### config.mk
export PLATFORM = sky130hd
export DESIGN_NAME = key_edge_state_tracker_core
export DESIGN_NICKNAME = d
export VERILOG_FILES = /design/src/design/kest_pkg.sv /design/src/design/kest_front.sv /design/src/design/kest_cmd_fifo.sv /design/src/design/kest_back.sv /design/src/design/key_edge_state_tracker_core.sv
export SDC_FILE = /design/constraint.sdc
export NUM_CORES = 1
export LEC_CHECK = 0
export BUFFER_PORTS_ARGS = -buffer_cell sky130_fd_sc_hd__buf_2
export CORE_AREA = 5 5 222 224
export CTS_BUF_LIST = sky130_fd_sc_hd__clkbuf_8 sky130_fd_sc_hd__clkbuf_16
export CTS_CLUSTER_SIZE = 40
export DETAILED_ROUTE_END_ITERATION = 8
export DIE_AREA = 0 0 227 229
export PLACE_DENSITY = 0.73
export SYNTH_ARGS = -nofsm -noshare
export SYNTH_HDL_FRONTEND = slang
export SYNTH_SLANG_ARGS = --single-unit
### constraint.sdc
create_clock -name i_clk -period 34.4 [get_ports i_clk]
set_clock_uncertainty 0.2 [all_clocks]
set_input_delay 10.32 -clock i_clk [delete_from_list [all_inputs] [get_ports i_clk]]
set_output_delay 10.32 -clock i_clk [all_outputs]
set_load 0.02 [all_outputs]
### src/design/kest_pkg.sv
`default_nettype none
// ----------------------------------------------------------------------------
// kest_pkg
// Shared types and constants of the key edge state tracker.
// ----------------------------------------------------------------------------
package kest_pkg;

    // request codes on the input channel
    localparam logic [2:0] REQ_DOWN  = 3'd0;
    localparam logic [2:0] REQ_UP    = 3'd1;
    localparam logic [2:0] REQ_TICK  = 3'd2;
    localparam logic [2:0] REQ_QUERY = 3'd3;
    localparam logic [2:0] REQ_CLEAR = 3'd4;

    // hid usage codes
    localparam logic [7:0] HID_A         = 8'd4;
    localparam logic [7:0] HID_Z         = 8'd29;
    localparam logic [7:0] HID_1         = 8'd30;
    localparam logic [7:0] HID_0         = 8'd39;
    localparam logic [7:0] HID_BACKSPACE = 8'd42;
    localparam logic [7:0] HID_LSHIFT    = 8'd225;
    localparam logic [7:0] HID_RSHIFT    = 8'd229;

    // ascii characters
    localparam logic [6:0] CH_UPPER_A = 7'h41;
    localparam logic [6:0] CH_LOWER_A = 7'h61;
    localparam logic [6:0] CH_ZERO    = 7'h30;
    localparam logic [6:0] CH_ONE     = 7'h31;
    localparam logic [6:0] CH_TILDE   = 7'h7e;

    // depth of the command queue between front and back
    localparam int CMD_DEPTH = 2;

    typedef enum logic [1:0] {
        PH_IDLE = 2'd0,
        PH_DOWN = 2'd1,
        PH_HELD = 2'd2,
        PH_UP   = 2'd3
    } t_phase;

    typedef enum logic [2:0] {
        OP_DOWN  = 3'd0,
        OP_UP    = 3'd1,
        OP_TICK  = 3'd2,
        OP_QUERY = 3'd3,
        OP_CLEAR = 3'd4,
        OP_NOP   = 3'd5
    } t_op;

    typedef struct packed {
        logic [2:0] req_type;
        logic [7:0] key_code;
    } t_in_item;

    typedef struct packed {
        logic       is_down;
        logic       is_up;
        logic       is_held;
        logic       char_valid;
        logic [6:0] char_code;
    } t_out_item;

    // classified command handed from front to back
    typedef struct packed {
        t_op        op;
        logic [7:0] key;
        logic       in_range;
        logic       is_letter;
        logic       char_valid;
        logic [6:0] char_code;
    } t_cmd;

endpackage
`default_nettype wire

### src/design/kest_front.sv
`default_nettype none
// ----------------------------------------------------------------------------
// kest_front
// Accepts requests, decodes the request code and translates key codes.
// ----------------------------------------------------------------------------
module kest_front #(
    parameter int NUM_KEYS = 256
) (
    input  kest_pkg::t_in_item i_item,
    input  logic               i_valid,
    output logic               o_ready,
    output kest_pkg::t_cmd     o_cmd,
    output logic               o_cmd_valid,
    input  logic               i_cmd_ready
);
    import kest_pkg::*;

    logic [7:0] w_key;

    assign w_key       = i_item.key_code;
    assign o_cmd_valid = i_valid;
    assign o_ready     = i_cmd_ready;

    // decode and translate
    always_comb begin
        o_cmd          = '0;
        o_cmd.op       = OP_NOP;
        o_cmd.key      = w_key;
        o_cmd.in_range = (32'(w_key) < NUM_KEYS);
        unique case (i_item.req_type)
            REQ_DOWN: begin
                o_cmd.op = OP_DOWN;
                if (w_key >= HID_A && w_key <= HID_Z) begin
                    o_cmd.is_letter  = 1'b1;
                    o_cmd.char_valid = 1'b1;
                    o_cmd.char_code  = CH_LOWER_A + 7'(w_key - HID_A);
                end else if (w_key >= HID_1 && w_key <= HID_0) begin
                    o_cmd.char_valid = 1'b1;
                    o_cmd.char_code  = (w_key == HID_0) ? CH_ZERO
                                                        : CH_ONE + 7'(w_key - HID_1);
                end else if (w_key == HID_BACKSPACE) begin
                    o_cmd.char_valid = 1'b1;
                    o_cmd.char_code  = CH_TILDE;
                end
            end
            REQ_UP:    o_cmd.op = OP_UP;
            REQ_TICK:  o_cmd.op = OP_TICK;
            REQ_QUERY: o_cmd.op = OP_QUERY;
            REQ_CLEAR: o_cmd.op = OP_CLEAR;
            default:   o_cmd.op = OP_NOP;
        endcase
    end

endmodule
`default_nettype wire

### src/design/kest_cmd_fifo.sv
`default_nettype none
// ----------------------------------------------------------------------------
// kest_cmd_fifo
// Short command queue that decouples the front from the back.
// ----------------------------------------------------------------------------
module kest_cmd_fifo (
    input  logic           i_clk,
    input  logic           i_rst_n,
    input  kest_pkg::t_cmd i_cmd,
    input  logic           i_valid,
    output logic           o_ready,
    output kest_pkg::t_cmd o_cmd,
    output logic           o_valid,
    input  logic           i_ready
);
    import kest_pkg::*;

    localparam int PW = (CMD_DEPTH > 1) ? $clog2(CMD_DEPTH) : 1;
    localparam logic [PW-1:0] LAST = PW'(CMD_DEPTH - 1);

    t_cmd          r_buf [CMD_DEPTH];
    logic [PW-1:0] r_wp, n_wp;
    logic [PW-1:0] r_rp, n_rp;
    logic [PW:0]   r_count, n_count;
    logic          w_push, w_pop;

    assign o_ready = (r_count != (PW+1)'(CMD_DEPTH));
    assign o_valid = (r_count != '0);
    assign o_cmd   = r_buf[r_rp];
    assign w_push  = i_valid && o_ready;
    assign w_pop   = o_valid && i_ready;

    // pointer and count update
    always_comb begin
        n_wp    = w_push ? ((r_wp == LAST) ? '0 : r_wp + 1'b1) : r_wp;
        n_rp    = w_pop  ? ((r_rp == LAST) ? '0 : r_rp + 1'b1) : r_rp;
        n_count = r_count + (PW+1)'(w_push) - (PW+1)'(w_pop);
    end

    always_ff @(posedge i_clk) begin
        if (!i_rst_n) begin
            r_wp    <= '0;
            r_rp    <= '0;
            r_count <= '0;
        end else begin
            r_wp    <= n_wp;
            r_rp    <= n_rp;
            r_count <= n_count;
        end
    end

    // storage
    always_ff @(posedge i_clk) begin
        if (w_push) begin
            r_buf[r_wp] <= i_cmd;
        end
    end

endmodule
`default_nettype wire

### src/design/kest_back.sv
`default_nettype none
// ----------------------------------------------------------------------------
// kest_back
// Phase store, frame and clear sweeps, shift tracking and result register.
// ----------------------------------------------------------------------------
module kest_back #(
    parameter int NUM_KEYS = 256
) (
    input  logic                i_clk,
    input  logic                i_rst_n,
    input  kest_pkg::t_cmd      i_cmd,
    input  logic                i_cmd_valid,
    output logic                o_cmd_ready,
    output kest_pkg::t_out_item o_item,
    output logic                o_valid,
    input  logic                i_ready
);
    import kest_pkg::*;

    localparam int AW = $clog2(NUM_KEYS);
    localparam logic [AW-1:0] LAST = AW'(NUM_KEYS - 1);
    localparam bit LSH_OK = (NUM_KEYS > int'(HID_LSHIFT));
    localparam bit RSH_OK = (NUM_KEYS > int'(HID_RSHIFT));
    localparam logic [6:0] CASE_DIFF = CH_LOWER_A - CH_UPPER_A;

    typedef enum logic [4:0] {
        S_IDLE = 5'b00001,
        S_QRD  = 5'b00010,
        S_TRD  = 5'b00100,
        S_TWR  = 5'b01000,
        S_CLR  = 5'b10000
    } t_state;

    t_state        r_state, n_state;
    logic [AW-1:0] r_ptr, n_ptr;
    t_phase        r_lsh, n_lsh;
    t_phase        r_rsh, n_rsh;
    t_out_item     r_out, n_out;
    logic          r_out_valid, n_out_valid;

    t_phase        r_mem [NUM_KEYS];
    t_phase        r_rd_data;
    logic          w_we;
    logic [AW-1:0] w_waddr, w_raddr, w_idx;
    t_phase        w_wdata;
    logic          w_slot, w_pop, w_shift;

    function automatic t_phase tick_phase(input t_phase p);
        unique case (p)
            PH_DOWN: tick_phase = PH_HELD;
            PH_UP:   tick_phase = PH_IDLE;
            default: tick_phase = p;
        endcase
    endfunction

    function automatic logic pressed(input t_phase p);
        pressed = (p == PH_DOWN) || (p == PH_HELD);
    endfunction

    assign w_slot      = !r_out_valid || i_ready;
    assign o_cmd_ready = (r_state == S_IDLE) && w_slot;
    assign w_pop       = o_cmd_ready && i_cmd_valid;
    assign w_idx       = AW'(i_cmd.key);
    assign w_shift     = (LSH_OK && pressed(r_lsh)) || (RSH_OK && pressed(r_rsh));
    assign o_item      = r_out;
    assign o_valid     = r_out_valid;

    // command execution and sweep sequencing
    always_comb begin
        n_state     = r_state;
        n_ptr       = r_ptr;
        n_lsh       = r_lsh;
        n_rsh       = r_rsh;
        n_out       = r_out;
        n_out_valid = r_out_valid && !i_ready;
        w_we        = 1'b0;
        w_waddr     = r_ptr;
        w_wdata     = PH_IDLE;
        w_raddr     = r_ptr;
        unique case (r_state)
            S_IDLE: begin
                if (w_pop) begin
                    n_out_valid = 1'b1;
                    n_out       = '0;
                    unique case (i_cmd.op)
                        OP_DOWN: begin
                            n_out.char_valid = i_cmd.char_valid;
                            n_out.char_code  = (i_cmd.is_letter && w_shift)
                                             ? i_cmd.char_code - CASE_DIFF
                                             : i_cmd.char_code;
                            if (i_cmd.in_range) begin
                                w_we    = 1'b1;
                                w_waddr = w_idx;
                                w_wdata = PH_DOWN;
                                if (i_cmd.key == HID_LSHIFT) n_lsh = PH_DOWN;
                                if (i_cmd.key == HID_RSHIFT) n_rsh = PH_DOWN;
                            end
                        end
                        OP_UP: begin
                            if (i_cmd.in_range) begin
                                w_we    = 1'b1;
                                w_waddr = w_idx;
                                w_wdata = PH_UP;
                                if (i_cmd.key == HID_LSHIFT) n_lsh = PH_UP;
                                if (i_cmd.key == HID_RSHIFT) n_rsh = PH_UP;
                            end
                        end
                        OP_TICK: begin
                            n_lsh   = tick_phase(r_lsh);
                            n_rsh   = tick_phase(r_rsh);
                            n_ptr   = '0;
                            n_state = S_TRD;
                        end
                        OP_QUERY: begin
                            if (i_cmd.in_range) begin
                                n_out_valid = 1'b0;
                                w_raddr     = w_idx;
                                n_state     = S_QRD;
                            end
                        end
                        OP_CLEAR: begin
                            n_lsh   = PH_IDLE;
                            n_rsh   = PH_IDLE;
                            n_ptr   = '0;
                            n_state = S_CLR;
                        end
                        OP_NOP: begin
                        end
                        default: begin
                        end
                    endcase
                end
            end
            S_QRD: begin
                n_out_valid   = 1'b1;
                n_out         = '0;
                n_out.is_down = (r_rd_data == PH_DOWN);
                n_out.is_up   = (r_rd_data == PH_UP);
                n_out.is_held = pressed(r_rd_data);
                n_state       = S_IDLE;
            end
            S_TRD: begin
                n_state = S_TWR;
            end
            S_TWR: begin
                w_we    = 1'b1;
                w_wdata = tick_phase(r_rd_data);
                if (r_ptr == LAST) begin
                    n_state = S_IDLE;
                end else begin
                    n_ptr   = r_ptr + 1'b1;
                    n_state = S_TRD;
                end
            end
            S_CLR: begin
                w_we    = 1'b1;
                w_wdata = PH_IDLE;
                if (r_ptr == LAST) begin
                    n_state = S_IDLE;
                end else begin
                    n_ptr = r_ptr + 1'b1;
                end
            end
            default: n_state = S_IDLE;
        endcase
    end

    // control registers, clearing pass starts at reset
    always_ff @(posedge i_clk) begin
        if (!i_rst_n) begin
            r_state     <= S_CLR;
            r_ptr       <= '0;
            r_lsh       <= PH_IDLE;
            r_rsh       <= PH_IDLE;
            r_out_valid <= 1'b0;
        end else begin
            r_state     <= n_state;
            r_ptr       <= n_ptr;
            r_lsh       <= n_lsh;
            r_rsh       <= n_rsh;
            r_out_valid <= n_out_valid;
        end
    end

    // result payload
    always_ff @(posedge i_clk) begin
        r_out <= n_out;
    end

    // phase store, one write and one registered read per cycle
    always_ff @(posedge i_clk) begin
        if (w_we) begin
            r_mem[w_waddr] <= w_wdata;
        end
        r_rd_data <= r_mem[w_raddr];
    end

endmodule
`default_nettype wire

### src/design/key_edge_state_tracker_core.sv
`default_nettype none
// ----------------------------------------------------------------------------
// key_edge_state_tracker_core
// Per-key edge state tracker with direct ascii character output.
// ----------------------------------------------------------------------------
//  channel   handshake           payload
//  request   i_valid / o_ready   i_item  (req_type, key_code)
//  result    o_valid / i_ready   o_item  (is_down, is_up, is_held, char)
//
//  key down, key up, unused codes: done in the back's idle state; query: idle, then S_QRD
//  frame tick: a read-modify-write of every entry (S_TRD, then S_TWR)
//  through the phase store; clear: S_CLR writes every entry in turn
//  after reset a clearing pass over all NUM_KEYS entries runs before the first beat
//  executes, while the command queue takes up to two beats
//  one result beat per request; a stalled result holds the back, queue fills
// ----------------------------------------------------------------------------
module key_edge_state_tracker_core #(
    parameter int NUM_KEYS = 256
) (
    input  logic                i_clk,
    input  logic                i_rst_n,
    input  logic                i_valid,
    output logic                o_ready,
    input  kest_pkg::t_in_item  i_item,
    output logic                o_valid,
    input  logic                i_ready,
    output kest_pkg::t_out_item o_item
);
    import kest_pkg::*;

    t_cmd w_fcmd, w_cmd;
    logic w_fcmd_valid, w_fcmd_ready;
    logic w_cmd_valid, w_cmd_ready;

    // front: decode and translate
    kest_front #(
        .NUM_KEYS(NUM_KEYS)
    ) u_front (
        .i_item     (i_item),
        .i_valid    (i_valid),
        .o_ready    (o_ready),
        .o_cmd      (w_fcmd),
        .o_cmd_valid(w_fcmd_valid),
        .i_cmd_ready(w_fcmd_ready)
    );

    // command queue
    kest_cmd_fifo u_fifo (
        .i_clk  (i_clk),
        .i_rst_n(i_rst_n),
        .i_cmd  (w_fcmd),
        .i_valid(w_fcmd_valid),
        .o_ready(w_fcmd_ready),
        .o_cmd  (w_cmd),
        .o_valid(w_cmd_valid),
        .i_ready(w_cmd_ready)
    );

    // back: phase store and results
    kest_back #(
        .NUM_KEYS(NUM_KEYS)
    ) u_back (
        .i_clk      (i_clk),
        .i_rst_n    (i_rst_n),
        .i_cmd      (w_cmd),
        .i_cmd_valid(w_cmd_valid),
        .o_cmd_ready(w_cmd_ready),
        .o_item     (o_item),
        .o_valid    (o_valid),
        .i_ready    (i_ready)
    );

    // no result beat right after reset
    a_reset_quiet: assert property (@(posedge i_clk)
        !i_rst_n |=> !o_valid)
        else $error("result valid right after reset");

    // requests without a key-down or query give an all-zero result next cycle
    a_zero_result: assert property (@(posedge i_clk) disable iff (!i_rst_n)
        (w_cmd_valid && w_cmd_ready &&
         (w_cmd.op == OP_UP || w_cmd.op == OP_TICK ||
          w_cmd.op == OP_CLEAR || w_cmd.op == OP_NOP))
        |=> (o_valid && o_item == '0))
        else $error("non-zero or missing result for a silent request");

    // an in-range query's result follows the registered read and S_QRD, with char_valid low
    a_query_timing: assert property (@(posedge i_clk) disable iff (!i_rst_n)
        (w_cmd_valid && w_cmd_ready && w_cmd.op == OP_QUERY && w_cmd.in_range)
        |=> !o_valid ##1 (o_valid && !o_item.char_valid))
        else $error("query result out of step");

endmodule
`default_nettype wire
==> flow_metrics.tcl, run 1 <==
set metrics [dict create \
    cts_buffers 58 \
    status "completed" \
    num_antenna_cells 0 \
    wl_met3_um 6270 \
    io_buffers 27 \
    grt_max_degree 257 \
    drc 0 \
    clock_path_buffers 3 \
    seq_area_frac_synth_pct 68.0 \
    wl_met1_um 25000 \
    max-slew-margin-rel_pct 15.0 \
    n_fill_cell 3747 \
    yosys-top-cells-area "edfxtp_1 (66%), nand2_1 (6.2%), nor2_1 (4.7%)" \
    min_path_type "register to register" \
    vias 17300 \
    fin_tns_setup_ns 0 \
    grt_usage_pct 24.5 \
    hold_ws_ns 0.324 \
    post_cts_buffers 0 \
    routed.top_layer "met4" \
    dieArea_mm2 0.0520 \
    antenna_found_initial 1 \
    yosys_warnings 0 \
    crit_type "input pin to register" \
    multi_input_area_mm2 0.00750 \
    viasPerCell 6.21 \
    firstDrtPassIters 6 \
    finalInstanceArea_mm2 0.0279 \
    final_common_cell "edfxtp_1" \
    ir_worst_vdd_v 0.0000450 \
    nets 2155 \
    max_freq_mhz 67.1 \
    postSynthCellCount 2155 \
    grt_first_pass_wirelength_um 98400 \
    cts_tree "yes" \
    grt_pass1_vias 17100 \
    cap_viol_max_count 0 \
    period_share_pct 43.3 \
    post_dp_cell_area_mm2 0.0261 \
    drive_above_1_share_pct 8.05 \
    placementRows 80 \
    dp_hpwl_um 37600 \
    synth.avg_cell_area_um2 11.9 \
    start_util_pct 54.3 \
    cp.arrival_ns 15.25 \
    syn_nets 2183 \
    path_max_fanout 118 \
    syn_to_final_growth_pct 8.97 \
    grt_setup_unrepaired "no" \
    hold_viol_final 0 \
    layout_common_cells "edfxtp_1 (563), nand2_1 (426), nor2_1 (321), a21oi_1 (90), nand3_1 (78)" \
    worstMarginPinSlew_ns 1.28 \
    end_kind "register" \
    power_density_mw_per_mm2 53.3 \
    dp.cells 2682 \
    instances_no_fill 2789 \
    h-tree-depth 2 \
    clk_latency_ns 0.62 \
    fp.dieH_um 229 \
    cp_data_required_time_ns 34.75 \
    final_core_util_pct 59.2 \
    p_leak_nw 9.01 \
    cts_resized 0 \
    ctsHoldBuffers 0 \
    gr-total-overflow 0 \
    ys_types 74 \
    synth_seq_cells 588 \
    clkSinkCount 588 \
    cts-root-buf "clkbuf_16" \
    worstSetupStartpointType "input pin" \
    async_flop_share_pct 0 \
    synth_edf_count 563 \
    die_w_um 227 \
    synth_top_area_cell "edfxtp_1" \
    ant_nets 0 \
    globalplace.congestion 0.910 \
    drt_iter0_markers 2422 \
    num_io_pins 28 \
    dominantRegCellSynth "edfxtp_1" \
    synth_top_area_share_pct 66.0 \
    drt-total-wl_um 64400 \
    dr_wl_met2_um 30600 \
    core-area_mm2 0.0471 \
    clkTransAtPathRegs_ns 0.06 \
    finalSetupViolCount 0 \
    synthesis.area_mm2 0.0256 \
    routedWlPerCell_um 23.1 \
    regArea_mm2 0.0174 \
    slew_viol_final 0 \
    period_minus_slack_ns 14.90 \
]
-- critical path, stage by stage --
cell	delay, ns
buf_2	0.07
nor2b_1	0.06
nand4bb_1	0.55
or3_4	0.72
nand2_8	0.65
buf_4	0.71
buf_4	0.72
nand2_1	0.11
and3_1	0.21
a311oi_2	0.27
a21oi_1	0.11
o311ai_1	0.42
o311ai_1	0.17
o211ai_1	0.11
-- cell families (layout without fill, tap and decap cells) --
family | Yosys count | count (layout) | share of synthesized area [%]
buffers and inverters | 156 | 175 | 2.93
and+or+nand+nor | 994 | 994 | 16.7
adders and majority gates | 13 | 13 | 0.635
xor gates and xnor gates | 18 | 18 | 0.616
DFF | 588 | 588 | 68.0
AOI/OAI and AO/OA | 317 | 317 | 8.42
muxes | 69 | 69 | 2.72
-- worst paths after layout --
kind / to / slack, ns / startpoint / depth (start not counted)
worst max-delay path: u_back.r_rd_data[1]$_DFF_P_ / 19.50 / i_ready / 14
worst min-delay path: u_fifo.r_rp$_SDFFE_PN0N_ / 0.32 / u_fifo.r_rp$_SDFFE_PN0N_ / 2
worst max register to register: u_back.r_rd_data[1]$_DFF_P_ / 28.63 / u_back.r_state[1]$_SDFFE_PN0P_ / 13
worst min register to register: u_fifo.r_rp$_SDFFE_PN0N_ / 0.32 / u_fifo.r_rp$_SDFFE_PN0N_ / 2
-- layer usage --
metal | global-route usage, % | vias up
li1 | - | 7805
met1 | 33.0 | 8484
met2 | 39.3 | 843
met3 | 5.78 | 189
met4 | 8.90 | 0
met5 | 0 | -
-- sequential cells by signal, indices dropped and copies added (netlist names), named ones only --
register and count:
u_fifo.r_wp 1, u_fifo.r_buf 40, u_back.r_rd_data 2, u_back.r_state 5, u_back.r_lsh 2, u_back.o_valid 1, u_fifo.r_count 2, u_back.r_ptr 8
u_back.r_rsh 2, u_back.o_item 11, u_fifo.r_rp 1, u_back.r_mem 512
-- power breakdown --
group	switching [mW]	internal [mW]	total (mW)
clock network	0.267	0.343	0.609
registers	0.00376	0.779	0.783
logic	0.0661	0.0286	0.0946
-- cell usage after synthesis (17+ instances only) --
cell type and count:
o21ai_0 25, nand2_1 426, and3_1 41, nor3_1 31, edfxtp_1 563, a21oi_1 90, buf_2 41, a31oi_1 35
dfxtp_1 25, a311oi_1 20, mux2i_1 64, nand3_1 78, or2_2 17, nor2_1 321, a32oi_1 18, nor4_1 18
a211oi_1 28, clkbuf_1 70, nand2b_1 20
-- per-stage QoR --
step	power [mW]	setup slack [ns]
global placement	0.889	19.06
floorplan	0.863	14.70
CTS	1.49	19.61
global route	1.53	19.17
finish	1.49	19.50
detailed placement	0.891	18.94
-- area by class of cell --
cell class	instances	area share (%)
Clock inverter	49	1.29
Multi-Input combinational cell	1411	26.9
Timing Repair Buffer	51	1.22
Tap cell	615	2.76
Inverter	17	0.229
Sequential cell	588	62.4
Clock buffer	58	5.20
Power figures use the tool's default switching activity.
==> inputs of run 2 (changes only) <==
Settings changed: PLACE_DENSITY 0.73 to 0.76.
Clock period 34.4 ns to 12.2 ns, I/O delays scaled along.
==> run 2 against run 1 <==
- non-clock buffer count rose by 1
- flip-flop and latch count unchanged
- core utilization is 0.17 points lower
- sequential share of layout area rose by 0.18 points
- wire length shrank 0.82%
- count of clock-buffer cells in the layout grew 1
- worst setup slack got worse by 15 ns
==> flow_metrics.tcl, run 2 (same netlist as run 1, synthesis figures left out) <==
set metrics [dict create \
    crit_type "input pin to register" \
    p_leak_nw 9.00 \
    power_density_mw_per_mm2 148 \
    path_max_fanout 86 \
    cts_buffers 57 \
    fin_tns_setup_ns 0 \
    max-slew-margin-rel_pct 8.78 \
    cap_viol_max_count 0 \
    instances_no_fill 2784 \
    clk_latency_ns 0.61 \
    layout_common_cells "edfxtp_1 (563), nand2_1 (426), nor2_1 (321), a21oi_1 (90), nand3_1 (78)" \
    vias 17400 \
    antenna_found_initial 0 \
    largest_reg_flops 512 \
    cp_data_required_time_ns 12.48 \
    drt_iter0_markers 2550 \
    dieArea_mm2 0.0520 \
    syn_to_final_growth_pct 8.66 \
    cpPeakStageDelay_ns 0.89 \
    final_common_cell "edfxtp_1" \
    period_share_pct 63.2 \
    drt-total-wl_um 63800 \
    drc 0 \
    pre_cts_slack_ns 3.99 \
    setup_ws_ns 4.49 \
    power_mw 4.11 \
    start_util_pct 54.3 \
    gr-total-overflow 0 \
    clkTransAtPathRegs_ns 0.06 \
    min_path_type "register to register" \
    cts_tree "yes" \
    cts_resized 0 \
    nets 2155 \
    final_core_util_pct 59.0 \
    globalplace.congestion 0.876 \
    h-tree-depth 2 \
    viasPerCell 6.25 \
    grt_first_pass_wirelength_um 97600 \
    worst_path_max_delay_cell "buf_4" \
    num_antenna_cells 0 \
    firstDrtPassIters 6 \
    status "completed" \
    die_w_um 227 \
    worstMarginPinSlew_ns 1.37 \
    hold_viol_final 0 \
    finalSetupViolCount 0 \
    period_minus_slack_ns 7.71 \
    drive_above_1_share_pct 7.75 \
    path_buf_inv 2 \
    top_register "u_back.r_mem" \
    cp.arrival_ns 7.99 \
    dp.cells 2683 \
    grt_max_degree 257 \
    dp_hpwl_um 37000 \
    fp.dieH_um 229 \
    post_cts_buffers 0 \
    ctsHoldBuffers 0 \
    crit_chain "buf_2 -> nor2b_1 -> nand4bb_1 -> or3_4 -> nand2_8 -> buf_4 -> mux2i_1 -> o22ai_1 -> a311oi_1 -> nor3_1 -> o31ai_1 -> o211ai_1" \
    ant_nets 0 \
    max_freq_mhz 130 \
    clkSinkCount 588 \
    end_kind "register" \
    num_io_pins 28 \
    routedWlPerCell_um 22.9 \
    slew_viol_final 0 \
    grt_pass1_vias 17300 \
    core-area_mm2 0.0471 \
    cts-root-buf "clkbuf_16" \
    worstSetupStartpointType "input pin" \
    clock_path_buffers 3 \
    critPathTopFamily "simple AND/OR/NAND/NOR gates" \
    grt_setup_unrepaired "no" \
    ir_worst_vdd_v 0.000158 \
    placementRows 80 \
    grt_usage_pct 24.2 \
    io_buffers 27 \
]
## run 2: cell count changes in the layout (fill, tap and decap cells not counted), sizes merged
cell,before,now
clkinv,35,25
inv,25,30
buf,51,52
clkbuf,58,59
bufinv,5,2
clkinvlp,1,2
## run 2: metrics by stage
stage               hold WS (ns)  area (um^2)
floorplan                  0.275        25600
global placement           0.290        26100
detailed placement         0.306        26100
CTS                        0.324        27800
global route               0.352        27800
finish                     0.326        27800
## run 2: worst min-delay path: stages (launching register included)
cell	delay (ns)
dfxtp_1	0.32
inv_1	0.08
a221oi_1	0.07
## run 2: worst paths after layout
check                           depth (start not counted)  slack [ns]                      endpoint                            from
worst max register to register                         11        7.01   u_back.r_rd_data[1]$_DFF_P_  u_back.r_state[1]$_SDFFE_PN0P_
worst max-delay path                                   12        4.49   u_back.r_rd_data[1]$_DFF_P_                         i_ready
worst min-delay path                                    2        0.33  u_back.r_rsh[1]$_SDFFE_PN0P_    u_back.r_rsh[1]$_SDFFE_PN0P_
worst min register to register                          2        0.33  u_back.r_rsh[1]$_SDFFE_PN0P_    u_back.r_rsh[1]$_SDFFE_PN0P_
## run 2: report_power, final
group	switching, mW	total, mW	internal [mW]
Sequential	0.0101	2.21	2.20
Combinational	0.187	0.267	0.0808
Clock	0.722	1.63	0.907
## run 2: cell type report
class,instances,area (um^2)
clock buffers,59,1480
clock inverters,42,235
fillers,3683,19300
inverters,17,63.8
multi-input cells,1411,7500
flip-flops and latches,588,17400
well taps,615,769
repair buffers,52,360
## run 2: layer usage
metal,track usage (%),part of all wire (%),vias up
met2,39.6,48,927
met4,9.21,3.9,0
met3,5.12,9.5,180
met5,0,0,-
met1,31.9,38,8490
li1,-,-,7801
